==> src/rtl/bgs_pkg.sv <==
// Shared types, constants and helpers for the bilinear gray scaler.
// Used by bgs_ctrl, bgs_dpath and bilinear_gray_scaler; depends on nothing.

package bgs_pkg;

  // Frame store geometry and fixed-point format
  localparam int MAX_WIDTH  = 256;
  localparam int MAX_HEIGHT = 256;
  localparam int FRAC_BITS  = 16;

  // Field widths fixed by the interface
  localparam int ROW_W      = 12;
  localparam int COL_W      = 12;
  localparam int PIX_W      = 8;
  localparam int SIZE_W     = 9;
  localparam int STEP_W     = 24;
  localparam int CFG_IDX_W  = 2;
  localparam int CFG_DATA_W = 24;

  // Derived widths
  localparam int DEPTH    = MAX_WIDTH * MAX_HEIGHT;
  localparam int ADDR_W   = $clog2(DEPTH);
  localparam int RIDX_W   = $clog2(MAX_HEIGHT);
  localparam int CIDX_W   = $clog2(MAX_WIDTH);
  localparam int HEFF_W   = $clog2(MAX_HEIGHT + 1);
  localparam int WEFF_W   = $clog2(MAX_WIDTH + 1);
  localparam int VPOS_W   = ROW_W + STEP_W;
  localparam int HPOS_W   = COL_W + STEP_W;
  localparam int WGT_W    = FRAC_BITS + 1;
  localparam int ROWSUM_W = PIX_W + FRAC_BITS;
  localparam int ACC_W    = PIX_W + 2 * FRAC_BITS;

  localparam logic [WGT_W-1:0] ONE = WGT_W'(1) << FRAC_BITS;

  // Register reset values
  localparam logic [SIZE_W-1:0] SIZE_RESET = SIZE_W'(256);
  localparam logic [STEP_W-1:0] STEP_RESET = STEP_W'(65536);

  // Configuration register indexes
  localparam logic [CFG_IDX_W-1:0] CFG_SRC_WIDTH  = 2'd0;
  localparam logic [CFG_IDX_W-1:0] CFG_SRC_HEIGHT = 2'd1;
  localparam logic [CFG_IDX_W-1:0] CFG_STEP_VERT  = 2'd2;
  localparam logic [CFG_IDX_W-1:0] CFG_STEP_HORZ  = 2'd3;

  // Request and status codes
  localparam logic REQ_WRITE = 1'b0;
  localparam logic REQ_READ  = 1'b1;
  localparam logic ST_OK     = 1'b0;
  localparam logic ST_RANGE  = 1'b1;

  // Neighbour tap codes: bit 1 selects the lower row, bit 0 the right column
  localparam logic [1:0] TAP_00 = 2'd0;
  localparam logic [1:0] TAP_01 = 2'd1;
  localparam logic [1:0] TAP_10 = 2'd2;
  localparam logic [1:0] TAP_11 = 2'd3;

  typedef struct packed {
    logic             req_type;
    logic [ROW_W-1:0] row;
    logic [COL_W-1:0] col;
    logic [PIX_W-1:0] pixel_in;
  } in_word_t;

  typedef struct packed {
    logic [PIX_W-1:0] pixel_out;
    logic             status;
  } out_word_t;

  typedef struct packed {
    logic       load;
    logic       mul;
    logic       idx;
    logic       rd_en;
    logic [1:0] rd_sel;
    logic       mac_en;
    logic [1:0] mac_sel;
    logic       vert;
    logic       wr_en;
    logic       out_load;
  } cmd_t;

  typedef struct packed {
    logic is_read;
    logic wr_ok;
  } stat_t;

  // Zero reads as one, anything above the maximum as the maximum
  function automatic int clamp_size(logic [SIZE_W-1:0] v, int mx);
    int r;
    r = int'(v);
    if (r == 0) r = 1;
    else if (r > mx) r = mx;
    return r;
  endfunction

endpackage

==> src/rtl/bgs_ctrl.sv <==
// Sequencer for the bilinear gray scaler: handshakes and datapath commands.
// Depends on bgs_pkg; drives bgs_dpath through cmd_t and reads stat_t.

module bgs_ctrl (
  input  logic           clk,
  input  logic           rst_n,
  input  logic           in_valid,
  input  logic           in_read,
  output logic           in_stall,
  output logic           out_valid,
  input  logic           out_stall,
  input  bgs_pkg::stat_t stat,
  output bgs_pkg::cmd_t  cmd
);

  localparam logic [3:0] S_IDLE = 4'd0;
  localparam logic [3:0] S_MUL  = 4'd1;
  localparam logic [3:0] S_IDX  = 4'd2;
  localparam logic [3:0] S_RD0  = 4'd3;
  localparam logic [3:0] S_RD1  = 4'd4;
  localparam logic [3:0] S_RD2  = 4'd5;
  localparam logic [3:0] S_RD3  = 4'd6;
  localparam logic [3:0] S_MAC3 = 4'd7;
  localparam logic [3:0] S_VERT = 4'd8;
  localparam logic [3:0] S_WR   = 4'd9;
  localparam logic [3:0] S_DONE = 4'd10;

  logic [3:0] state_r, state_nxt;
  logic       out_valid_r, out_valid_nxt;

  always_comb begin
    state_nxt = state_r;
    cmd       = '0;
    in_stall  = 1'b1;
    unique case (state_r)
      S_IDLE: begin
        in_stall = 1'b0;
        if (in_valid) begin
          cmd.load  = 1'b1;
          state_nxt = (in_read == bgs_pkg::REQ_READ) ? S_MUL : S_WR;
        end
      end
      S_MUL: begin
        cmd.mul   = 1'b1;
        state_nxt = S_IDX;
      end
      S_IDX: begin
        cmd.idx   = 1'b1;
        state_nxt = S_RD0;
      end
      // read data lands in the cycle after the address, so each MAC step follows its RD step
      S_RD0: begin
        cmd.rd_en  = 1'b1;
        cmd.rd_sel = bgs_pkg::TAP_00;
        state_nxt  = S_RD1;
      end
      S_RD1: begin
        cmd.rd_en   = 1'b1;
        cmd.rd_sel  = bgs_pkg::TAP_01;
        cmd.mac_en  = 1'b1;
        cmd.mac_sel = bgs_pkg::TAP_00;
        state_nxt   = S_RD2;
      end
      S_RD2: begin
        cmd.rd_en   = 1'b1;
        cmd.rd_sel  = bgs_pkg::TAP_10;
        cmd.mac_en  = 1'b1;
        cmd.mac_sel = bgs_pkg::TAP_01;
        state_nxt   = S_RD3;
      end
      S_RD3: begin
        cmd.rd_en   = 1'b1;
        cmd.rd_sel  = bgs_pkg::TAP_11;
        cmd.mac_en  = 1'b1;
        cmd.mac_sel = bgs_pkg::TAP_10;
        state_nxt   = S_MAC3;
      end
      S_MAC3: begin
        cmd.mac_en  = 1'b1;
        cmd.mac_sel = bgs_pkg::TAP_11;
        state_nxt   = S_VERT;
      end
      S_VERT: begin
        cmd.vert  = 1'b1;
        state_nxt = S_DONE;
      end
      S_WR: begin
        cmd.wr_en = stat.wr_ok;
        state_nxt = S_DONE;
      end
      S_DONE: begin
        if (!out_valid_r || !out_stall) begin
          cmd.out_load = 1'b1;
          state_nxt    = S_IDLE;
        end
      end
      default: begin
        state_nxt = S_IDLE;
      end
    endcase
  end

  assign out_valid_nxt = cmd.out_load | (out_valid_r & out_stall);
  assign out_valid     = out_valid_r;

  always_ff @(posedge clk) begin
    if (!rst_n) begin
      state_r     <= S_IDLE;
      out_valid_r <= 1'b0;
    end else begin
      state_r     <= state_nxt;
      out_valid_r <= out_valid_nxt;
    end
  end

  a_accept_starts: assert property (@(posedge clk) disable iff (!rst_n)
    (in_valid && !in_stall) |=> (state_r == S_MUL || state_r == S_WR))
    else $error("accepted word did not start work");

  a_wr_in_range: assert property (@(posedge clk) disable iff (!rst_n)
    cmd.wr_en |-> (stat.wr_ok && !stat.is_read))
    else $error("frame store written by a bad request");

  a_rd_only_reads: assert property (@(posedge clk) disable iff (!rst_n)
    (cmd.rd_en || cmd.mac_en || cmd.vert) |-> stat.is_read)
    else $error("interpolation step on a write request");

  a_out_from_done: assert property (@(posedge clk) disable iff (!rst_n)
    $rose(out_valid_r) |-> $past(state_r == S_DONE))
    else $error("result appeared outside the done step");

endmodule

==> config.mk <==
export PLATFORM = sky130hd
export DESIGN_NAME = bgs_ctrl
export DESIGN_NICKNAME = d
export VERILOG_FILES = /design/src/rtl/bgs_pkg.sv /design/src/rtl/bgs_ctrl.sv
export SDC_FILE = /design/constraint.sdc
export NUM_CORES = 1
export LEC_CHECK = 0
export BUFFER_PORTS_ARGS = -buffer_cell sky130_fd_sc_hd__buf_2
export CORE_AREA = 2 2 39 41
export CTS_CLUSTER_DIAMETER = 120
export DETAILED_ROUTE_END_ITERATION = 7
export DIE_AREA = 0 0 41 43
export GPL_ROUTABILITY_DRIVEN = 0
export PLACE_DENSITY = 0.56
export SYNTH_ARGS = -nofsm -noshare
export SYNTH_HDL_FRONTEND = slang
export SYNTH_SLANG_ARGS = --single-unit
==> constraint.sdc <==
create_clock -name clk -period 1.42 [get_ports clk]
set_input_delay 0.142 -clock clk [delete_from_list [all_inputs] [get_ports clk]]
set_output_delay 0.142 -clock clk [all_outputs]
set_load 0.05 [all_outputs]
==> impl_metrics.env <==
export IMPL_outcome="finished with violations"
export IMPL_path_class="flop to output port"
export IMPL_detail_route_wirelength_mm=1.175
export IMPL_min_period_over_period=1.017
export IMPL_synth_async_sr_flop_share=0
export IMPL_p_per_area_mw_per_mm2=918.1
export IMPL_yosysSeqAreaShare=0.2424
export IMPL_count_of_cell_instances_traversed_by_the_critical_path=2
export IMPL_diodes=0
export IMPL_synth_cell_type_count=26
export IMPL_startpoint="state_r[2]"
export IMPL_finalHoldViolations=0
export IMPL_cp_required_ns=1.28
export IMPL_post_synth_top_count_cell="sky130_fd_sc_hd__dfxtp_1"
export IMPL_timing_max_transition_violations_final=0
export IMPL_worst_reg2reg_path_length_in_cells=3
export IMPL_drt_vias_per_instance=4.871
export IMPL_maximum_single_stage_delay_on_the_critical_path_ns=0.55
export IMPL_remaining_drc_errors=0
export IMPL_max_slew_headroom=0.8337
export IMPL_final_antenna_net_count=0
export IMPL_synth_top_cells_by_count="sky130_fd_sc_hd__dfxtp_1 (5), sky130_fd_sc_hd__nor2_1 (4), sky130_fd_sc_hd__nor3_1 (4), sky130_fd_sc_hd__a21oi_1 (3), sky130_fd_sc_hd__and2_1 (3)"
export IMPL_final_area_um2=777.0
export IMPL_postSynthRegisterBits=5
export IMPL_grt_first_pass_wirelength_mm=1.662
export IMPL_cts_hold_repair_buffers=0
export IMPL_areaGrowthSynthToFinish_pct=88.18
export IMPL_floorplan_initialDensity=0.2984
export IMPL_arrival_ns=1.30
export IMPL_tritoncts="built"
export IMPL_cts_made_buffers=3
export IMPL_ys_top_cells_by_area="sky130_fd_sc_hd__dfxtp_1 (24%), sky130_fd_sc_hd__bufbuf_16 (7.9%), sky130_fd_sc_hd__nand4bb_4 (6.7%)"
export IMPL_design_portCount=21
export IMPL_grt_use_met3=0.01571
export IMPL_max_vdd_ir_drop_v=0.0003873
export IMPL_place_worst_setup_slack_ns=0.06260
export IMPL_drtPass1Iterations=4
export IMPL_syn_num_nets=53
export IMPL_placeableCoreArea_mm2=0.001384
export IMPL_die_span_x_um=41
export IMPL_synth_top_cell_by_area="sky130_fd_sc_hd__dfxtp_1"
export IMPL_drtIter0Drc=5
export IMPL_r2r_setup_slack_ns=0.05
export IMPL_synth_edff_count=0
export IMPL_rsz0062_at_grt="true"
export IMPL_synth_ff_type="sky130_fd_sc_hd__dfxtp_1"
export IMPL_critical_path_cell_chain="or4_4 > buf_6"
export IMPL_timing_hold_worst_start="rst_n"
export IMPL_grt_overflow=0
export IMPL_critical_path_max_fanout=3
export IMPL_syn_cell_area_um2=412.9
export IMPL_cts_reportedPaths_clkPinSlew_ns=0.05
export IMPL_vias=453
export IMPL_timing_critical_path_from_type="flop"
export IMPL_row_count=14
export IMPL_route_detailed_wl_per_inst_um=12.63
export IMPL_synthesis_yosys_warnings=0
export IMPL_grt_pass1_vias=400
export IMPL_power_leakage_nw=0.3458
export IMPL_clk_root_buffer_cell="sky130_fd_sc_hd__clkbuf_4"
export IMPL_cap_viol_max_count=0
export IMPL_clock_sink_count=5
export IMPL_standard_cell_with_the_maximum_stage_delay_on_the_critical_path="sky130_fd_sc_hd__or4_4"
export IMPL_port_buffers=19
export IMPL_cpLargestDelayFamily="simple AND/OR/NAND/NOR gates"
export IMPL_met2_usage=0.2500
export IMPL_timing_hold_worst_path_depth=2
export IMPL_yosysTopAreaCellShare=0.2424
export IMPL_gr_usage_met1=0.1498
export IMPL_holdWs_ns=0.1662
export IMPL_post_dp_cell_area_um2=600.6
export IMPL_violations_in_the_final_reports="setup timing"
export IMPL_grt_antenna_before_repair=0
export IMPL_global_route_usage_total=0.1421
export IMPL_avgSynthCellArea_um2=8.976
export IMPL_finalClockSkew_ns=0.006082
export IMPL_design_die_area_mm2=0.001763
export IMPL_syn_inst=46
export IMPL_hp_class="input port to flop"
export IMPL_endpoint_kind="output port"
export IMPL_drive_above_1_share=0.7143
export IMPL_design_final_nets=85
export IMPL_final_worst_path_setup_slack_ns=-0.02461
export IMPL_dieHeight_um=43
export IMPL_tightest_slew_ns=0.2512
export IMPL_htree_num_levels=1
export IMPL_finalSetupViolCount=2
export IMPL_finalWorstPathRequiredPeriod_ns=1.445
export IMPL_startpoint_of_the_worst_slack_reg_to_reg_timing_path="state_r[2]"
export IMPL_clock_insertion_delay_worst_skew_ns=0.24
export IMPL_grt_busiest_layer="met2"
export IMPL_largest_net_degree_at_the_start_of_global_routing=9
export IMPL_worst_path_buf_inv=1
export IMPL_setup_total_negative_slack_ns=-0.03961
export IMPL_max_freq_ghz=0.6922
export IMPL_clock_tree_buffer_depth=2
-- power breakdown --
| part | switching [mW] | total (mW) | leakage, nW | internal, mW |
|---|---|---|---|---|
| clock | 0.0596 | 0.166 | 0.0150 | 0.106 |
| combinational | 0.209 | 0.373 | 0.288 | 0.164 |
| sequential | 0.0189 | 0.174 | 0.0431 | 0.156 |
-- metal layers --
| layer | wire [um] | vias to the layer above |
|---|---|---|
| met5 | 0 | - |
| met4 | 0 | 0 |
| met3 | 28 | 0 |
| met2 | 680 | 10 |
| met1 | 466 | 215 |
| li1 | - | 228 |
-- layout by cell type, fill, tap and decap left out, types with 4 or more instances in the layout --
| master | n |
|---|---|
| sky130_fd_sc_hd__buf_6 | 8 |
| sky130_fd_sc_hd__buf_4 | 10 |
| sky130_fd_sc_hd__clkbuf_4 | 4 |
| sky130_fd_sc_hd__nor2_1 | 4 |
| sky130_fd_sc_hd__buf_2 | 8 |
-- worst register-to-register path, cell delays in order, from the launching register on --
cell and delay [ns]:
sky130_fd_sc_hd__dfxtp_2 0.34, sky130_fd_sc_hd__or4_4 0.55, sky130_fd_sc_hd__o21a_1 0.19, sky130_fd_sc_hd__o211a_1 0.19
-- sequential cells by signal, indices dropped and copies added, names as in the netlist --
register / count
state_r: 4
out_valid: 1
-- stage by stage --
stage,util,power (mW),cells
2_1_floorplan,-,0.4023,46
3_3_place_gp,0.4340,0.4736,83
3_5_place_dp,0.4340,0.4756,83
4_1_cts,0.5316,0.6970,92
5_1_grt,0.5615,0.7471,93
6_report,0.5615,0.7133,93
-- cells by family (layout without fill, tap and decap cells) --
kind of cell / after synthesis / after routing / synth area share
AO/OA/AOI/OAI: 12 / 12 / 0.2121
AND/OR/NAND/NOR: 23 / 23 / 0.4031
buffers and inverters: 6 / 37 / 0.1424
flip-flops: 5 / 5 / 0.2424
-- final timing paths --
path | to
worst min register to register | out_valid
worst min-delay path | state_r[1]
worst max register to register | state_r[1]
worst max-delay path | in_stall
-- final cells by class --
| type | count | area, um2 |
|---|---|---|
| tap | 16 | 20.02 |
| fill | 129 | 606.8 |
| sequential | 5 | 110.1 |
| timing repair buffer | 31 | 282.8 |
| inverter | 2 | 11.26 |
| clock buffer | 4 | 26.28 |
| multi-input combinational | 35 | 326.6 |
-- timing repair --
item | 4_1_cts | 5_1_grt
endpoints found under the setup margin | 12 | 11
gates cloned | 0 | 0
gates resized for setup | 24 | 12
buffers inserted | 5 | 1
pin swaps | 1 | 3
No activity file was read; power rests on OpenSTA's default activity.
